==> src/hw/rtl/ffsm_pkg.sv <==
`timescale 1ns / 1ps
// Shared types and constants for the filament flow stall monitor.
// Depends on nothing; the monitor and the state memory import it.

package ffsm_pkg;

  localparam int unsigned TimeW    = 32;
  localparam int unsigned PosW     = 32;
  localparam int unsigned AngW     = 14;
  localparam int unsigned IntvW    = 16;
  localparam int unsigned PosDW    = 16;
  localparam int unsigned CntW     = 4;
  localparam int unsigned CfgIdxW  = 4;
  localparam int unsigned CfgDataW = 16;
  localparam int unsigned SensIdxW = 3;

  typedef enum logic [CfgIdxW-1:0] {
    CFG_INTERVAL_MS     = 4'd0,
    CFG_MIN_POS_DELTA   = 4'd1,
    CFG_MIN_ANGLE_DELTA = 4'd2,
    CFG_ERROR_LIMIT     = 4'd3
  } cfg_reg_e;

  typedef enum logic {
    OP_CLEAR = 1'b0,
    OP_CHECK = 1'b1
  } opcode_e;

  localparam logic [IntvW-1:0] IntervalReset = 16'd2000;
  localparam logic [PosDW-1:0] MinPosReset   = 16'd21;
  localparam logic [AngW-1:0]  MinAngReset   = 14'd11;
  localparam logic [CntW-1:0]  ErrLimReset   = 4'd2;

  typedef struct packed {
    logic                   opcode;
    logic                   sensor_index;
    logic [TimeW-1:0]       time_ms;
    logic signed [PosW-1:0] extruder_position;
    logic [AngW-1:0]        angle_sample;
  } in_item_t;

  typedef struct packed {
    logic flow_error;
    logic interval_elapsed;
    logic angle_used;
  } out_item_t;

  typedef struct packed {
    logic [CfgIdxW-1:0]  reg_index;
    logic [CfgDataW-1:0] wdata;
  } cfg_item_t;

  typedef struct packed {
    logic             first_check;
    logic             first_position;
    logic             moving;
    logic [CntW-1:0]  miss_count;
    logic [AngW-1:0]  last_angle;
    logic [PosW-1:0]  last_position;
    logic [TimeW-1:0] last_time;
  } chan_state_t;

  localparam chan_state_t ChanReset = '{
    first_check:    1'b1,
    first_position: 1'b1,
    moving:         1'b0,
    miss_count:     '0,
    last_angle:     '0,
    last_position:  '0,
    last_time:      '0
  };

  typedef struct packed {
    logic                en;
    logic                clr;
    logic [SensIdxW-1:0] idx;
    chan_state_t         data;
  } state_wr_t;

endpackage

==> src/hw/rtl/ffsm_state_mem.sv <==
`timescale 1ns / 1ps
// Per-sensor state store: synchronous memory with a registered read, valid bits
// and a bypass of the most recent write. Depends on ffsm_pkg.

module ffsm_state_mem import ffsm_pkg::*; #(
  parameter int unsigned NUM_SENSORS = 2,
  localparam int unsigned IdxW = (NUM_SENSORS > 1) ? $clog2(NUM_SENSORS) : 1
) (
  input  logic            clk_i,
  input  logic            rst_ni,
  input  logic            rd_en_i,
  input  logic [IdxW-1:0] rd_idx_i,
  input  logic [IdxW-1:0] lk_idx_i,
  input  state_wr_t       wr_i,
  output chan_state_t     state_o
);

  chan_state_t            mem_q [NUM_SENSORS];
  chan_state_t            rd_q;
  chan_state_t            byp_q;
  logic [NUM_SENSORS-1:0] vld_q;
  logic                   byp_vld_q;
  logic [IdxW-1:0]        byp_idx_q;
  logic [IdxW-1:0]        wr_idx;
  logic                   wr_data;

  assign wr_idx  = wr_i.idx[IdxW-1:0];
  assign wr_data = wr_i.en && !wr_i.clr;

  always_ff @(posedge clk_i) begin
    if (rd_en_i) begin
      rd_q <= mem_q[rd_idx_i];
    end
    if (wr_data) begin
      mem_q[wr_idx] <= wr_i.data;
      byp_q         <= wr_i.data;
    end
  end

  always_ff @(posedge clk_i or negedge rst_ni) begin
    if (!rst_ni) begin
      vld_q     <= '0;
      byp_vld_q <= 1'b0;
      byp_idx_q <= '0;
    end else begin
      if (wr_i.en) begin
        vld_q[wr_idx] <= !wr_i.clr;
      end
      if (wr_data) begin
        byp_vld_q <= 1'b1;
        byp_idx_q <= wr_idx;
      end
    end
  end

  // A write at the edge of the read is not seen by the memory output.
  always_comb begin
    if (!vld_q[lk_idx_i]) begin
      state_o = ChanReset;
    end else if (byp_vld_q && (byp_idx_q == lk_idx_i)) begin
      state_o = byp_q;
    end else begin
      state_o = rd_q;
    end
  end

endmodule
==> config.mk <==
export PLATFORM = sky130hd
export DESIGN_NAME = ffsm_state_mem
export DESIGN_NICKNAME = d
export VERILOG_FILES = /design/src/hw/rtl/ffsm_pkg.sv /design/src/hw/rtl/ffsm_state_mem.sv
export SDC_FILE = /design/constraint.sdc
export NUM_CORES = 1
export LEC_CHECK = 0
export BUFFER_PORTS_ARGS = -buffer_cell sky130_fd_sc_hd__clkbuf_2
export CORE_MARGIN = 2
export CORE_UTILIZATION = 50
export CTS_CLUSTER_SIZE = 12
export DETAILED_ROUTE_END_ITERATION = 12
export HOLD_SLACK_MARGIN = 0.02
export PLACE_DENSITY = 0.71
export SLEW_MARGIN = 20
export SYNTH_ARGS = -nofsm -noshare
export SYNTH_HDL_FRONTEND = slang
export SYNTH_SLANG_ARGS = --single-unit
==> constraint.sdc <==
create_clock -name clk_i -period 4.03 [get_ports clk_i]
set_input_delay 0.806 -clock clk_i [delete_from_list [all_inputs] [get_ports clk_i]]
set_output_delay 0.806 -clock clk_i [all_outputs]
set_load 0.005 [all_outputs]
### Yosys cells after proc, flatten, opt, wreduce, memory -nomap -nowiden

Memory sizes are Yosys's and may differ from the RTL's. A register that Yosys moved wholly into a read port is not among the register bits.
Index checks and enable logic that the tools add are counted.

* register bits after elaboration: 89
* memory bits (writable): 170
* output and inout bits: 85
* logic and storage cells: 28
* memories: 1

Memories
* mem_q: depth 2, bits a word 85, rd ports 1, clocked after Yosys merged registers in 1, write ports 1, line ffsm_state_mem.sv:18 `chan_state_t mem_q [NUM_SENSORS];`

* $lt $le $gt $ge: 3
* eq/ne operators: 1
* mux-type cells: 9
* reductions and logical operators: 4

Operators with widths (count)
* 2-to-1 mux 85 bit: 2
* 2-to-1 mux 1 bit: 5
* less-than comparator 1 x 2 -> 1 bit, second input constant: 2
* logical AND 1 bit: 3
* bitwise mux 2 bit: 1
* demux 1 bit (select 1 bit): 1
* equality test 1 bit: 1
* greater-or-equal comparator 1 bit, second input constant: 1
* zero test 1 bit: 1

### Longest topological paths before layout

Gate-level depths: netlist of run 1.

* depth after elaboration: 5
* mapped depth: 6
* mapped depth without buffers: 3

### Least setup slack after synthesis of run 1

Ideal clock, no wire load.

* path kind: input to register
* start: input port wr_i[88] (netlist name)
* end: memory mem_q[0][0] (netlist name), enable pin
* library setup time: 529 ps
* arrival: 4546 ps
* data required time: 3501 ps
* path slack: -1045 ps
* stages on the path: 2
* cells stage by stage: nand2b_1 > nor2_1

* cells in the longest elaborated chain, start to end: 4

Ends and longest elaborated chain
* from (decl): line ffsm_state_mem.sv:14 `input state_wr_t wr_i,`
* zero test 1 bit: line ffsm_state_mem.sv:28 `assign wr_data = wr_i.en && !wr_i.clr;`
* logical AND 1 bit: line ffsm_state_mem.sv:28
* 2-to-1 mux 1 bit: line ffsm_state_mem.sv:34 `if (wr_data) begin`
* 2-to-1 mux 1 bit (implied by the code): line ffsm_state_mem.sv:35 `mem_q[wr_idx] <= wr_i.data;`
* to (decl): line ffsm_state_mem.sv:18

No other way between the ends.

==> results of run 1 <==
[cell families (layout without fill, tap and decap cells)]
family          Yosys count  after routing  synth area share (%)
flops                   344            344                 79.99
buf+inv                  58            257                 2.019
compound gates          172            172                 6.718
xor+xnor                  2              2                0.1359
simple gates             92             92                 3.543
other cells               0              1                     0
mux                      87             87                 7.592
[Yosys cell counts]
library cell  instances  area [um2]
nand2b_1              1       6.260
o21ai_0              37       185.2
o21ai_1              50       250.2
buf_2                16       80.08
inv_1                 2       7.510
nand3_1              87       435.4
nor2_1                2       7.510
xnor2_1               1       8.760
dfrtp_1               4       100.1
a21oi_1              83       415.4
inv_2                 1       3.750
buf_4                 6       45.04
a21o_1                2       15.01
nand2_1               2       7.510
clkbuf_1             25       93.84
xor2_1                1       8.760
edfxtp_1            340       10210
mux2i_1               1       10.01
buf_1                 8       30.03
mux2_2               86       968.4
[cell type report]
type / count / share of cell area, %
inverter: 3 / 0.09819
clock inverter: 10 / 0.4582
tap: 330 / 2.700
clock buffer: 49 / 6.481
multi-input combinational: 353 / 15.51
antenna: 1 / 0.01637
timing repair buffer: 195 / 7.283
sequential: 344 / 67.45
[placed cells by master, fill, tap and decap left out, types with 10 or more instances in the layout]
cell type / netlist / layout
nand3_1: 87 / 87
clkbuf_2: 0 / 175
mux2_2: 86 / 86
o21ai_1: 50 / 50
a21oi_1: 83 / 83
clkbuf_16: 0 / 37
buf_4: 6 / 13
edfxtp_1: 340 / 340
o21ai_0: 37 / 37
clkbuf_1: 25 / 10
[stage by stage]
stage,setup slack (ns),power (uW),hold WS [ns],std cells,utilization [%]
finish,0.9063,7978,0.1052,1285,60.55
global route,0.7673,8278,0.08779,1284,60.54
CTS,0.8662,8068,0.07930,1284,60.54
detailed placement,0.8766,5052,0.5311,1225,56.34
global placement,0.8873,5027,0.5251,1225,56.34
floorplan,0.3819,4685,0.4661,755,-
[state kept, by name, summed over array words and instances, names as in the netlist]
register and cells:
byp_q 85, mem_q 170, byp_idx_q 1, byp_vld_q 1
vld_q 2, rd_q 85
[worst register-to-register path, cell delays in order, from the launching register on]
cell and delay [ns]:
dfrtp_4 0.68, clkinv_2 0.15, buf_12 0.30, nand2_1 0.12
[path summary, 6_finish.rpt]
check	end	slack [ns]	cells after the start
hold / removal	vld_q[1]	0.11	1
setup reg to reg	byp_vld_q	2.65	3
min in group clk_i	byp_q[22]	0.51	1
setup / recovery	state_o[67]	0.91	6
hold reg to reg	rd_q[80]	0.54	1
max in group asynchronous	byp_vld_q	3.78	1
[routing by layer]
metal,vias to the layer above,global-route usage (%),share of wire (%)
met5,-,0,0
met4,0,5.692,1.7
met3,43,3.943,6.2
met2,213,34.40,50
met1,3596,26.74,42
li1,3307,-,-
[power by group through the flow]
stage	clock network (uW)	logic, uW	registers [uW]
detailed placement	0	760	4290
floorplan	0	406	4280
CTS	3090	763	4220
global placement	0	747	4280
global route	3220	830	4230
finish	3010	749	4220
==> metrics.yaml, run 1 <==
clock_network:
  cts_resized: 0
  cts.sinks: 344
  numCtsBuffers: 37
  cts.path.max_buffers: 3
  clk_pin_slew_worst_paths_ns: 0.06
  clock-root-buffer: "clkbuf_16"
  cts_tree: "yes"
  htreeDepth: 2
  clk_latency_ns: 0.50
  cts_setup_buffers: 0
  hold_buffers: 0
grt:
  grt_overflow: 0
  grtUsageTotal_pct: 20.21
  antenna_found_initial: 0
  grt_max_degree: 86
  grt_pass1_wl_um: 41090
  first_global_vias: 7271
layout:
  drive_gt1_share_pct: 34.70
  seqCellArea_um2: 10310
  final_area_um2: 15290
  nFillCells: 1938
  area_growth_pct: 18.64
  multi_input_area_um2: 2372
  layout.nets: 1029
route:
  wire_per_inst_um: 21.17
  routed_via_density: 5.571
  drt_iter0_drc: 569
  drc: 0
  drtPass1Iterations: 5
  drt-total-wl_um: 27210
  drtAntennaViolNets: 0
  vias: 7159
synth:
  ys_seq_elements: 344
  syn_inst: 755
  synth.net_count: 850
  synth_cell_type_count: 20
  avgSynthCellArea_um2: 17.07
  yosysSeqAreaShare_pct: 79.99
  yosysWarnings: 0
  netlist_area_um2: 12890
place:
  dpl.hpwl_um: 14670
  gp_congestion: 0.7229
  io_buffers: 177
  dpl_cell_area_um2: 14230
timing:
  fin_skew_ns: 0.006765
  fin_crit_ns: 3.124
  clock.fmax_ghz: 0.3201
  setup_viol: 0
  tightest_slew_ns: 0.9137
  period_share_pct: 77.51
  rsz0062_at_grt: "false"
  relSlewSlack_pct: 39.09
  drv_slew: 0
  final.setup.tns_ns: 0
  final_hold_viol_count: 0
setup_path:
  cp_num_buf_inv: 3
  timing_worst_setup_path_type: "primary input to output pin"
  setup.worst_path.start_class: "primary input"
  max_stage_delay_ns: 0.50
  crit_fanout: 32
  end_kind: "output pin"
  slowest_stage: "xor2_4"
  critPathTopFamily: "buffers and inverters"
  crit_chain: "clkbuf_2 > xor2_4 > buf_12 > o21ai_1 > a21oi_1 > clkbuf_2"
  startpoint: "lk_idx_i"
  required_ns: 3.22
  timing.rr.start: "byp_vld_q"
  cp_common_cell: "clkbuf_2"
  arrival_ns: 2.32
floorplanning:
  die_h_um: 164.6
  io_pins: 180
  die_width_um: 164.6
  start_util_pct: 51.04
  core_area_um2: 25250
  dieArea_um2: 27080
  placement_rows: 58
power_and_ir_drop:
  clkPwrFrac_pct: 37.8
  p_sw_share_pct: 21.88
  p_comb_share_pct: 9.4
  seq_power_share_pct: 52.9
  p_sw_uw: 1745
  p_int_uw: 6233
  peakVddDrop_uv: 343.5
  leakagePower_uw: 0.005413
  power.density_nw_per_um2: 521.8
status:
  status: "complete, no violations"
hold_path:
  hold_path.class: "primary input to asynchronous set/reset pin"
job:
  maxCapViolations: 0
No activity file was read; power rests on OpenSTA's default activity.
==> run 2, diff against run 1 <==
clock period = 3.13 ns   (was 4.03 ns; I/O delays follow)
==> metrics.yaml, run 2 (synthesized netlist as in run 1, its figures left out) <==
route:
  drtPass1Iterations: 5
  drc: 0
  wire_per_inst_um: 21.20
  drt-total-wl_um: 27090
  vias: 7141
  drtAntennaViolNets: 0
  routed_via_density: 5.588
  drt_iter0_drc: 501
power_and_ir_drop:
  leakagePower_uw: 0.005421
  peakVddDrop_uv: 427.5
  power.density_nw_per_um2: 657.4
setup_path:
  max_stage_delay_ns: 0.46
  crit_fanout: 55
  timing_worst_setup_path_type: "register to output pin"
  required_ns: 2.50
  slowest_stage: "dfrtp_1"
  setup.worst_path.start_class: "register"
  r2r_slack_ns: 1.85
  arrival_ns: 2.15
  timing.rr.end: "byp_vld_q"
  end_kind: "output pin"
  crit_chain: "xnor2_2 > buf_12 > nand3_1 > a21oi_1 > clkbuf_2"
  timing.rr.start: "byp_vld_q"
  reg2reg_depth: 3
timing:
  period_share_pct: 88.76
  clock.fmax_ghz: 0.3599
  tightest_slew_ns: 0.5818
  hold_ws_ns: 0.3262
  final_hold_viol_count: 0
  rsz0062_at_grt: "false"
  fin_skew_ns: 0.01151
  setup_viol: 0
  final.setup.tns_ns: 0
  relSlewSlack_pct: 61.12
  fin_crit_ns: 2.778
  drv_slew: 0
grt:
  grt_overflow: 0
  grt_max_degree: 86
  grt_pass1_wl_um: 40920
  antenna_found_initial: 1
  first_global_vias: 7406
  grtUsageTotal_pct: 20.13
clock_network:
  clock-root-buffer: "clkbuf_16"
  numCtsBuffers: 35
  htreeDepth: 2
  cts_setup_buffers: 0
  clk_latency_ns: 0.50
  cts_tree: "yes"
  cts_resized: 0
  clk_pin_slew_worst_paths_ns: 0.06
  cts.path.max_buffers: 3
  cts.sinks: 344
layout:
  antenna-diode-count: 0
  most-common-layout-cells: "340 x edfxtp_1, 175 x clkbuf_2, 87 x nand3_1"
  largest_register_ffs: 170
  multi_input_area_um2: 2372
  final_area_um2: 15310
  area_growth_pct: 18.79
  drive_gt1_share_pct: 34.92
  top_register: "mem_q"
  seqCellArea_um2: 10310
  final_common_cell: "edfxtp_1"
  reg_top3: "mem_q: 170 flops, byp_q: 85 flops, rd_q: 85 flops"
  final_util_pct: 60.63
  nFillCells: 1935
  layout.nets: 1032
floorplanning:
  placement_rows: 58
  die_width_um: 164.6
  io_pins: 180
  start_util_pct: 51.04
  dieArea_um2: 27080
  die_h_um: 164.6
  core_area_um2: 25250
place:
  dpl_cell_area_um2: 14330
  gp_congestion: 0.7254
  dpl.hpwl_um: 15290
  io_buffers: 177
hold_path:
  min_to: "mem_q[0][1]"
  worstHoldStart: "wr_i[1]"
  hold_depth: 1
  hold_path.class: "primary input to register"
status:
  status: "complete, no violations"
job:
  maxCapViolations: 0
==> run 2: cell count changes in the layout (fill, tap and decap cells not counted) <==
| cell | change |
|---|---|
| buf_12 | +6 |
| clkinv_1 | -4 |
| clkbuf_1 | -3 |
| buf_4 | -2 |
| clkbuf_8 | -2 |
| bufinv_16 | -1 |
| diode_2 | -1 |
| dlygate4sd3_1 | +1 |
| inv_6 | -1 |
==> run 2: cell type report <==
type,instances,area share (%)
timing repair buffer,200,8.025
inverter,3,0.09806
multi-input combinational,353,15.49
clock buffer,44,6.219
clock inverter,4,0.1062
sequential,344,67.36
tap,330,2.697
==> run 2: per-layer routing <==
| metal | up-vias | global-route usage, % | wire (um) |
|---|---|---|---|
| met3 | 48 | 3.993 | 1414 |
| met2 | 195 | 36.10 | 14020 |
| met4 | 0 | 5.968 | 551 |
| met1 | 3600 | 24.79 | 11110 |
| met5 | - | 0 | 0 |
| li1 | 3298 | - | - |
==> run 2: stage by stage <==
step           std cells  worst slack, ns  total power (uW)
2_1_floorplan        755           0.1748              6031
3_3_place_gp        1229           0.4702              6489
3_5_place_dp        1229           0.5028              6525
4_1_cts             1278           0.3295             10160
5_1_grt             1278           0.2376             10440
6_report            1278           0.3517             10070
==> run 2: timing repair <==
action | CTS | global route
endpoints found under the hold margin | 4 | 0
hold buffers | 1 | 0
endpoints found under the setup margin | 0 | 0
==> run 2: worst max-delay path by stage <==
stage          cells after the start  slack, ns           to      start
2_1_floorplan                      2       0.17     byp_q[0]   wr_i[88]
3_3_place_gp                       6       0.47  state_o[47]   lk_idx_i
3_5_place_dp                       6       0.50  state_o[47]   lk_idx_i
4_1_cts                            5       0.33  state_o[28]  byp_vld_q
5_1_grt                            5       0.24  state_o[47]  byp_idx_q
6_report                           5       0.35  state_o[47]  byp_idx_q
==> run 2: critical path: cells and delay by family, from the launching register on <==
| kind | cells | cell delay (ns) |
|---|---|---|
| XOR/XNOR | 1 | 0.31 |
| AO/OA/AOI/OAI | 1 | 0.24 |
| buffers and inverters | 2 | 0.50 |
| AND/OR/NAND/NOR | 1 | 0.11 |
| flip-flops | 1 | 0.46 |
==> run 2: power by group <==
| part | switching (uW) | internal [uW] | total [uW] |
|---|---|---|---|
| logic | 596 | 393 | 989 |
| registers | 64.0 | 5360 | 5430 |
| clock network | 1540 | 2110 | 3650 |
| total | 2200 | 7870 | 10100 |
